--- config.mk ---
export PLATFORM = sky130hd
export DESIGN_NAME = serial_command_frame_parser_flat
export DESIGN_NICKNAME = d
export VERILOG_FILES = /design/src/rtl/scfp_pkg.sv /design/src/rtl/scfp_if.sv /design/src/rtl/scfp_framer.sv /design/src/rtl/serial_command_frame_parser.sv /design/src/flat_wrapper.sv
export SDC_FILE = /design/constraint.sdc
export NUM_CORES = 1
export LEC_CHECK = 0
export ABC_AREA = 1
export ABC_CLOCK_PERIOD_IN_PS = 6600
export BUFFER_PORTS_ARGS = -buffer_cell sky130_fd_sc_hd__buf_2
export CAP_MARGIN = 20
export CORE_UTILIZATION = 43
export DETAILED_ROUTE_END_ITERATION = 10
export PLACE_DENSITY_LB_ADDON = 0.25
export SYNTH_ARGS = -nofsm -noshare
export SYNTH_HDL_FRONTEND = slang
export SYNTH_SLANG_ARGS = --single-unit
export TNS_END_PERCENT = 30
--- constraint.sdc ---
create_clock -name clk -period 6.6 [get_ports clk]
set_input_delay 0.33 -clock clk [delete_from_list [all_inputs] [get_ports clk]]
set_output_delay 0.33 -clock clk [all_outputs]
set_load 0.03 [all_outputs]
--- src/rtl/scfp_pkg.sv ---
// Shared types and constants for the serial command frame parser.
// Used by the framer, the top level and the bench; depends on nothing.

package scfp_pkg;

    localparam logic [7:0] HDR_FIRST   = 8'h4B;
    localparam logic [7:0] HDR_SECOND  = 8'h4D;
    localparam logic [7:0] VERIFY_MARK = 8'h96;
    localparam logic [7:0] LONG_MARK   = 8'd23;
    localparam logic [7:0] WIFI_MARK   = 8'd1;
    localparam logic [7:0] HDR_SUM     = HDR_FIRST + HDR_SECOND;

    localparam logic [15:0] LIMIT_RESET = 16'd5000;

    // Byte positions within a frame.
    localparam logic [3:0] POS_LEN     = 4'd2;
    localparam logic [3:0] POS_ID      = 4'd3;
    localparam logic [3:0] POS_VAL0    = 4'd4;
    localparam logic [3:0] POS_VAL1    = 4'd5;
    localparam logic [3:0] POS_VAL2    = 4'd6;
    localparam logic [3:0] POS_VAL3    = 4'd7;
    localparam logic [3:0] POS_VERIFYL = 4'd8;
    localparam logic [3:0] LAST_SHORT  = 4'd7;
    localparam logic [3:0] LAST_LONG   = 4'd10;

    // Setting ids carried by long frames.
    localparam logic [7:0] ID_TIME      = 8'd0;
    localparam logic [7:0] ID_REST      = 8'd1;
    localparam logic [7:0] ID_VERSION   = 8'd3;
    localparam logic [7:0] ID_HEARTBEAT = 8'd4;

    typedef enum logic [1:0] {
        PH_IDLE,
        PH_GOT1,
        PH_BODY
    } phase_t;

    typedef struct packed {
        logic        long_frame;
        logic [7:0]  id;
        logic [7:0]  len_byte;
        logic [31:0] value;
    } frame_event_t;

endpackage

--- src/rtl/scfp_if.sv ---
// Handshake channels of the serial command frame parser: received bytes,
// results and the heartbeat limit write port. No dependencies.

interface scfp_byte_if;
    logic       valid;
    logic       ready;
    logic [7:0] rx_byte;

    modport source (output valid, output rx_byte, input ready);
    modport sink   (input valid, input rx_byte, output ready);
endinterface

interface scfp_result_if;
    logic        valid;
    logic        ready;
    logic        frame_kind;
    logic [7:0]  event_id;
    logic [7:0]  event_value;
    logic [31:0] current_time;
    logic [31:0] rest_count;
    logic [31:0] api_version;
    logic [15:0] heartbeat_count;
    logic        wifi_flag;

    modport source (output valid, output frame_kind, output event_id, output event_value,
                    output current_time, output rest_count, output api_version,
                    output heartbeat_count, output wifi_flag, input ready);
    modport sink   (input valid, input frame_kind, input event_id, input event_value,
                    input current_time, input rest_count, input api_version,
                    input heartbeat_count, input wifi_flag, output ready);
endinterface

interface scfp_cfg_if;
    logic        valid;
    logic        ready;
    logic [15:0] heartbeat_limit;

    modport source (output valid, output heartbeat_limit, input ready);
    modport sink   (input valid, input heartbeat_limit, output ready);
endinterface

--- src/rtl/scfp_framer.sv ---
// Header hunt, frame capture, checksum and verify-mark check for the frame parser.
// Depends on scfp_pkg; emits one registered event per valid frame.

module scfp_framer (
    input  logic                  clk,
    input  logic                  rst_n,
    input  logic                  byte_accept,
    input  logic [7:0]            rx_byte,
    input  logic                  ev_take,
    output logic                  ev_valid,
    output scfp_pkg::frame_event_t ev
);
    import scfp_pkg::*;

    phase_t       phase_reg, phase_next;
    logic [3:0]   count_reg, count_next;
    logic         long_reg, long_next;
    logic [7:0]   sum_reg, sum_next;
    logic [7:0]   len_reg;
    logic [7:0]   id_reg;
    logic [7:0]   byte8_reg;
    logic [7:0]   data_reg [0:3];
    logic         ev_valid_reg, ev_valid_next;
    frame_event_t ev_reg;

    logic         long_eff;
    logic         is_last;
    logic         frame_good;
    logic [7:0]   verify_byte;

    // The length byte decides the frame length in the same cycle it arrives.
    assign long_eff    = (count_reg == POS_LEN) ? (rx_byte == LONG_MARK) : long_reg;
    assign is_last     = (phase_reg == PH_BODY) &&
                         (count_reg == (long_eff ? LAST_LONG : LAST_SHORT));
    assign verify_byte = long_eff ? byte8_reg : data_reg[1];
    assign frame_good  = byte_accept && is_last && (sum_reg == rx_byte) &&
                         (verify_byte == VERIFY_MARK);

    always_comb
    begin
        phase_next = phase_reg;
        if (byte_accept)
        begin
            unique case (phase_reg)
                PH_IDLE:
                begin
                    if (rx_byte == HDR_FIRST)
                        phase_next = PH_GOT1;
                end
                PH_GOT1:
                begin
                    if (rx_byte == HDR_SECOND)
                        phase_next = PH_BODY;
                    else if (rx_byte != HDR_FIRST)
                        phase_next = PH_IDLE;
                end
                PH_BODY:
                begin
                    if (is_last)
                        phase_next = PH_IDLE;
                end
                default:
                    phase_next = PH_IDLE;
            endcase
        end
    end

    always_comb
    begin
        count_next = count_reg;
        long_next  = long_reg;
        sum_next   = sum_reg;
        if (byte_accept)
        begin
            if (phase_reg == PH_GOT1 && rx_byte == HDR_SECOND)
            begin
                count_next = POS_LEN;
                long_next  = 1'b0;
                sum_next   = HDR_SUM;
            end
            else if (phase_reg == PH_BODY)
            begin
                long_next = long_eff;
                if (is_last)
                begin
                    count_next = 4'd0;
                end
                else
                begin
                    count_next = count_reg + 4'd1;
                    sum_next   = sum_reg + rx_byte;
                end
            end
        end
        ev_valid_next = (ev_valid_reg && !ev_take) || frame_good;
    end

    always_ff @(posedge clk or negedge rst_n)
    begin
        if (!rst_n)
        begin
            phase_reg    <= PH_IDLE;
            count_reg    <= 4'd0;
            long_reg     <= 1'b0;
            sum_reg      <= 8'd0;
            ev_valid_reg <= 1'b0;
        end
        else
        begin
            phase_reg    <= phase_next;
            count_reg    <= count_next;
            long_reg     <= long_next;
            sum_reg      <= sum_next;
            ev_valid_reg <= ev_valid_next;
        end
    end

    // Frame body capture; only the bytes that the result and the verify check need are kept.
    always_ff @(posedge clk)
    begin
        if (byte_accept && phase_reg == PH_BODY)
        begin
            unique case (count_reg)
                POS_LEN:     len_reg     <= rx_byte;
                POS_ID:      id_reg      <= rx_byte;
                POS_VAL0:    data_reg[0] <= rx_byte;
                POS_VAL1:    data_reg[1] <= rx_byte;
                POS_VAL2:    data_reg[2] <= rx_byte;
                POS_VAL3:    data_reg[3] <= rx_byte;
                POS_VERIFYL: byte8_reg   <= rx_byte;
                default:     ;
            endcase
        end
        if (frame_good)
        begin
            ev_reg.long_frame <= long_eff;
            ev_reg.id         <= id_reg;
            ev_reg.len_byte   <= len_reg;
            // For a short frame only the top byte (event value) is meaningful.
            ev_reg.value      <= {data_reg[0], data_reg[1], data_reg[2], data_reg[3]};
        end
    end

    assign ev_valid = ev_valid_reg;
    assign ev       = ev_reg;

endmodule

--- src/rtl/serial_command_frame_parser.sv ---
// Serial command frame parser, top level: framer plus settings stage.
// A result is held in the framer's event register, then in the output registers.
// Throughput: one byte per cycle; ready falls only while both stages hold items.
// The settings registers double as the result register, so no extra copy exists.
// Reset (rst_n, asynchronous): hunt restarts, settings clear, limit returns to 5000.
// Depends on scfp_pkg, scfp_if and scfp_framer.

module serial_command_frame_parser (
    input  logic                 clk,
    input  logic                 rst_n,
    scfp_byte_if.sink            rx,
    scfp_result_if.source        res,
    scfp_cfg_if.sink             cfg
);
    import scfp_pkg::*;

    logic         ev_valid;
    frame_event_t ev;
    logic         ev_take;
    logic         load;

    logic         out_valid_reg, out_valid_next;
    logic [15:0]  limit_reg;
    logic         kind_reg;
    logic [7:0]   id_reg;
    logic [7:0]   value_reg;
    logic [31:0]  time_reg, time_next;
    logic [31:0]  rest_reg, rest_next;
    logic [31:0]  version_reg, version_next;
    logic [15:0]  hb_reg, hb_next;
    logic         wifi_reg, wifi_next;
    logic [15:0]  hb_inc;

    assign ev_take  = !out_valid_reg || res.ready;
    assign load     = ev_valid && ev_take;
    assign rx.ready = !ev_valid || ev_take;
    assign cfg.ready = 1'b1;

    scfp_framer u_framer (
        .clk         (clk),
        .rst_n       (rst_n),
        .byte_accept (rx.valid && rx.ready),
        .rx_byte     (rx.rx_byte),
        .ev_take     (ev_take),
        .ev_valid    (ev_valid),
        .ev          (ev)
    );

    assign hb_inc = hb_reg + 16'd1;

    always_comb
    begin
        time_next    = time_reg;
        rest_next    = rest_reg;
        version_next = version_reg;
        hb_next      = hb_reg;
        wifi_next    = wifi_reg;
        if (load && ev.long_frame)
        begin
            unique case (ev.id)
                ID_TIME:    time_next    = ev.value;
                ID_REST:    rest_next    = ev.value;
                ID_VERSION: version_next = ev.value;
                ID_HEARTBEAT:
                begin
                    if (hb_inc > limit_reg)
                    begin
                        hb_next   = 16'd0;
                        wifi_next = (ev.len_byte == WIFI_MARK);
                    end
                    else
                    begin
                        hb_next = hb_inc;
                    end
                end
                default: ;
            endcase
        end
        out_valid_next = ev_take ? ev_valid : out_valid_reg;
    end

    always_ff @(posedge clk or negedge rst_n)
    begin
        if (!rst_n)
        begin
            out_valid_reg <= 1'b0;
            limit_reg     <= LIMIT_RESET;
            time_reg      <= 32'd0;
            rest_reg      <= 32'd0;
            version_reg   <= 32'd0;
            hb_reg        <= 16'd0;
            wifi_reg      <= 1'b0;
        end
        else
        begin
            out_valid_reg <= out_valid_next;
            if (cfg.valid && cfg.ready)
                limit_reg <= cfg.heartbeat_limit;
            time_reg    <= time_next;
            rest_reg    <= rest_next;
            version_reg <= version_next;
            hb_reg      <= hb_next;
            wifi_reg    <= wifi_next;
        end
    end

    always_ff @(posedge clk)
    begin
        if (load)
        begin
            kind_reg  <= ev.long_frame;
            id_reg    <= ev.id;
            value_reg <= ev.value[31:24];
        end
    end

    assign res.valid           = out_valid_reg;
    assign res.frame_kind      = kind_reg;
    assign res.event_id        = id_reg;
    assign res.event_value     = value_reg;
    assign res.current_time    = time_reg;
    assign res.rest_count      = rest_reg;
    assign res.api_version     = version_reg;
    assign res.heartbeat_count = hb_reg;
    assign res.wifi_flag       = wifi_reg;

    // A byte is only taken when the event stage has room for its frame.
    a_no_event_overrun: assert property (@(posedge clk) disable iff (!rst_n)
        (rx.valid && rx.ready) |-> (!ev_valid || ev_take))
        else $error("byte transfer while event stage is blocked");

    // Settings move only when a result is loaded.
    a_settings_quiet: assert property (@(posedge clk) disable iff (!rst_n)
        !load |=> ($stable(hb_reg) && $stable(time_reg) && $stable(wifi_reg)))
        else $error("settings changed without a result");

    // A long frame always carries the long mark, so the wifi flag can never be set.
    a_wifi_clear: assert property (@(posedge clk) disable iff (!rst_n)
        !wifi_reg)
        else $error("wifi flag set");

endmodule

--- src/flat_wrapper.sv ---
// flat-port wrapper written by rule: the top's interface ports become plain ports
module serial_command_frame_parser_flat import scfp_pkg::*;
  (clk, rst_n, rx_valid, rx_rx_byte, rx_ready, res_valid, res_frame_kind, res_event_id, res_event_value, res_current_time, res_rest_count, res_api_version, res_heartbeat_count, res_wifi_flag, res_ready, cfg_valid, cfg_heartbeat_limit, cfg_ready);
  scfp_byte_if rx_i ();
  scfp_result_if res_i ();
  scfp_cfg_if cfg_i ();
  input  logic clk;
  input  logic rst_n;
  input wire logic [$bits(rx_i.valid)-1:0] rx_valid;
  input wire logic [$bits(rx_i.rx_byte)-1:0] rx_rx_byte;
  output wire logic [$bits(rx_i.ready)-1:0] rx_ready;
  output wire logic [$bits(res_i.valid)-1:0] res_valid;
  output wire logic [$bits(res_i.frame_kind)-1:0] res_frame_kind;
  output wire logic [$bits(res_i.event_id)-1:0] res_event_id;
  output wire logic [$bits(res_i.event_value)-1:0] res_event_value;
  output wire logic [$bits(res_i.current_time)-1:0] res_current_time;
  output wire logic [$bits(res_i.rest_count)-1:0] res_rest_count;
  output wire logic [$bits(res_i.api_version)-1:0] res_api_version;
  output wire logic [$bits(res_i.heartbeat_count)-1:0] res_heartbeat_count;
  output wire logic [$bits(res_i.wifi_flag)-1:0] res_wifi_flag;
  input wire logic [$bits(res_i.ready)-1:0] res_ready;
  input wire logic [$bits(cfg_i.valid)-1:0] cfg_valid;
  input wire logic [$bits(cfg_i.heartbeat_limit)-1:0] cfg_heartbeat_limit;
  output wire logic [$bits(cfg_i.ready)-1:0] cfg_ready;
  assign rx_i.valid = rx_valid;
  assign rx_i.rx_byte = rx_rx_byte;
  assign rx_ready = rx_i.ready;
  assign res_valid = res_i.valid;
  assign res_frame_kind = res_i.frame_kind;
  assign res_event_id = res_i.event_id;
  assign res_event_value = res_i.event_value;
  assign res_current_time = res_i.current_time;
  assign res_rest_count = res_i.rest_count;
  assign res_api_version = res_i.api_version;
  assign res_heartbeat_count = res_i.heartbeat_count;
  assign res_wifi_flag = res_i.wifi_flag;
  assign res_i.ready = res_ready;
  assign cfg_i.valid = cfg_valid;
  assign cfg_i.heartbeat_limit = cfg_heartbeat_limit;
  assign cfg_ready = cfg_i.ready;
  serial_command_frame_parser u_core (.clk(clk), .rst_n(rst_n), .rx(rx_i), .res(res_i), .cfg(cfg_i));
endmodule
==> run metrics <==
TritonCTS clock tree=yes; Placer Congestion=0.8550; Clock Skew=16.34 ps; Die X=160.0 um; PnR worst setup slack=3912 ps; count of pins over their slew limit=0; post-route ant nets=0; RSZ-0062 raised after global routing=false; Post-Syn Instances=949; vias in the first global route=6729; most common cell after layout, fill and taps aside=nand2_1; Via density=4.778; area grow syn2layout=22.06%; initial antenna violation count=0; commonest non-fill, non-tap cells in the layout=nand2_1, buf_2, dfrtp_1; number of enable flip-flop cells after synthesis=122; chip height=160.0 um; CTS sink count=268; setup TNS=0 ps; Fillers=2166; Max FO, Critical Path=16; Netlist cell types=43; Fmax achieved=372.0 MHz; Worst EP required=6970 ps; Final Hold Viols=0; leakage=6.198 nW; htree depth=1; clk root buf=clkbuf_16; Max Cap Viol=0; VDD IR max=0.0001853 V; worst min path class=in -> reg; Mean Syn Cell Area=11.31 sq um; CTS Buf Count=28; Iter 0 DRT Violations=618; dominant synthesized flop cell=dfrtp_1; Final Critical Period=2688 ps; DRC=0; Total Routing Usage GR=18.23%; Final setup viols=0; Worst slew margin=32.42%; register bit count reported by yosys=268; GRT overflow=0; Bufs on Longest Clock Path=3; die area=25590 sq um; 1st-pass router iterations=5; largest net degree at the start of global routing=91; max reg flops=49; worst skew pair latency=550 ps; routed vias=7081; Period Utilization, post-route=40.73%; status=finished, final reports clean; Pwr per Cell Area=309.1 nW/um^2; average routed wire per standard cell=15.21 um; CP endpoint kind=flop; first-pass GRT wire length=36700 um; Site Rows=57; CP Launch Type=flop; number of diodes=0; Synthesized Nets=1007; I/O pin cnt=162; Synth Cell Area=10730 sq um; crit path DAT=3060 ps; Synth Warn #=0; clock slew at reported path FFs=60 ps; critical setup path kind=reg -> reg; sequential area share after synthesis=68.24%; share of cells above drive strength 1=21.93%; Post-DP HPWL=15450 um; fin nets=1194; CORE AREA=24390 sq um; asr flop ratio synth=54.48%; effective utilization at floorplan=44.00%; Post-CTS Setup Bufs=0; pre-CTS WS=3831 ps; Port Buffer Count=160; final WL=22550 um; Worst Tran Pin Value=1012 ps
## power by group
| group | internal [mW] | switching [mW] |
|---|---|---|
| Combinational | 0.157 | 0.275 |
| Sequential | 1.81 | 0.0443 |
| Clock | 1.12 | 0.646 |
| Total | 3.08 | 0.965 |
## cell families after synthesis
| logic type | after synthesis | synth area share [%] |
|---|---|---|
| xor+xnor | 20 | 1.632 |
| fa+ha+maj | 29 | 3.451 |
| buf+inv | 140 | 5.130 |
| other cells | 1 | 0.03494 |
| simple gates | 348 | 14.49 |
| compound gates | 142 | 6.914 |
| flops | 268 | 68.24 |
| mux | 1 | 0.1049 |
## metal layers
metal  global-route usage, %  part of all wire [%]  up-vias
met2                   28.97                    47      147
met5                       0                     0        -
met1                   25.77                    47     3375
met4                   5.541                   1.8        0
met3                   2.987                   4.3       30
li1                        -                     -     3529
## worst paths after layout
| kind | start | end | slack [ps] | cells past startpoint |
|---|---|---|---|---|
| hold reg to reg | u_core.u_framer.data_reg[0][6]$_DFFE_PP_ | u_core.u_framer.ev[30]$_DFFE_PP_ | 420 | 0 |
| hold / removal | cfg_heartbeat_limit[11] | u_core.limit_reg[11]$_DFFE_PN0P_ | 20 | 3 |
| min in group asynchronous | rst_n | u_core.res.valid$_DFFE_PN0P_ | 410 | 2 |
| max in group asynchronous | rst_n | u_core.res.current_time[12]$_DFFE_PN0P_ | 4910 | 3 |
| setup reg to reg | u_core.res.heartbeat_count[4]$_DFFE_PN0P_ | u_core.res.heartbeat_count[0]$_DFFE_PN0P_ | 3910 | 13 |
| setup / recovery | u_core.res.heartbeat_count[4]$_DFFE_PN0P_ | u_core.res.heartbeat_count[0]$_DFFE_PN0P_ | 3910 | 13 |
## synthesized netlist by cell type (all sizes together) (3+ instances only)
library cell	instances	share of area, %
nand2	227	8.1
dfrtp	141	33
edfxtp	122	34
o21ai	120	5.6
inv	115	4.0
nand3	53	2.9
nor2	35	1.4
ha	28	3.3
nor3	16	0.94
xor2	15	1.2
buf	13	0.68
a21oi	12	0.66
clkbuf	12	0.43
nand4	8	0.52
dfstp	5	1.2
xnor2	5	0.41
nor4	3	0.17
o22ai	3	0.17
## worst max-delay path, cell delays in order (launching register included)
cell and delay, ps:
dfrtp_1 440, inv_1 110, nor3_1 340, nand3b_1 180
xor2_1 170, inv_1 80, ha_1 300, nand4_1 130
nor3_2 160, nand2_1 70, nand2_1 110, nand2_2 220
nand3_1 120, o21ai_0 90
## timing repair
action,CTS,global route
endpoints found under the hold margin,96,0
resized for setup,0,0
hold buffers,13,0
setup endpoints to repair,0,0
## stage by stage
| stage | utilization (%) | hold slack [ps] | area, sq um | std cells | total power [mW] |
|---|---|---|---|---|---|
| CTS | 53.65 | 1.646 | 13090 | 1480 | 4.096 |
| global route | 53.70 | 19.08 | 13100 | 1482 | 4.240 |
| finish | 53.70 | 15.04 | 13100 | 1482 | 4.049 |
| detailed placement | 48.71 | 404.5 | 11880 | 1415 | 2.314 |
| floorplan | - | 34.41 | 10730 | 949 | 2.197 |
| global placement | 48.66 | 401.0 | 11870 | 1413 | 2.307 |
## area by class of cell
type / instances / area (sq um) / share of cell area, %
clock buffer: 34 / 775.7 / 5.922
multi-input combinational: 541 / 2864 / 21.86
tap: 324 / 405.4 / 3.095
timing repair buffer: 182 / 999.7 / 7.632
clock inverter: 18 / 299.0 / 2.283
inverter: 115 / 431.7 / 3.295
sequential: 268 / 7323 / 55.91
(Power assumes the default switching activity.)
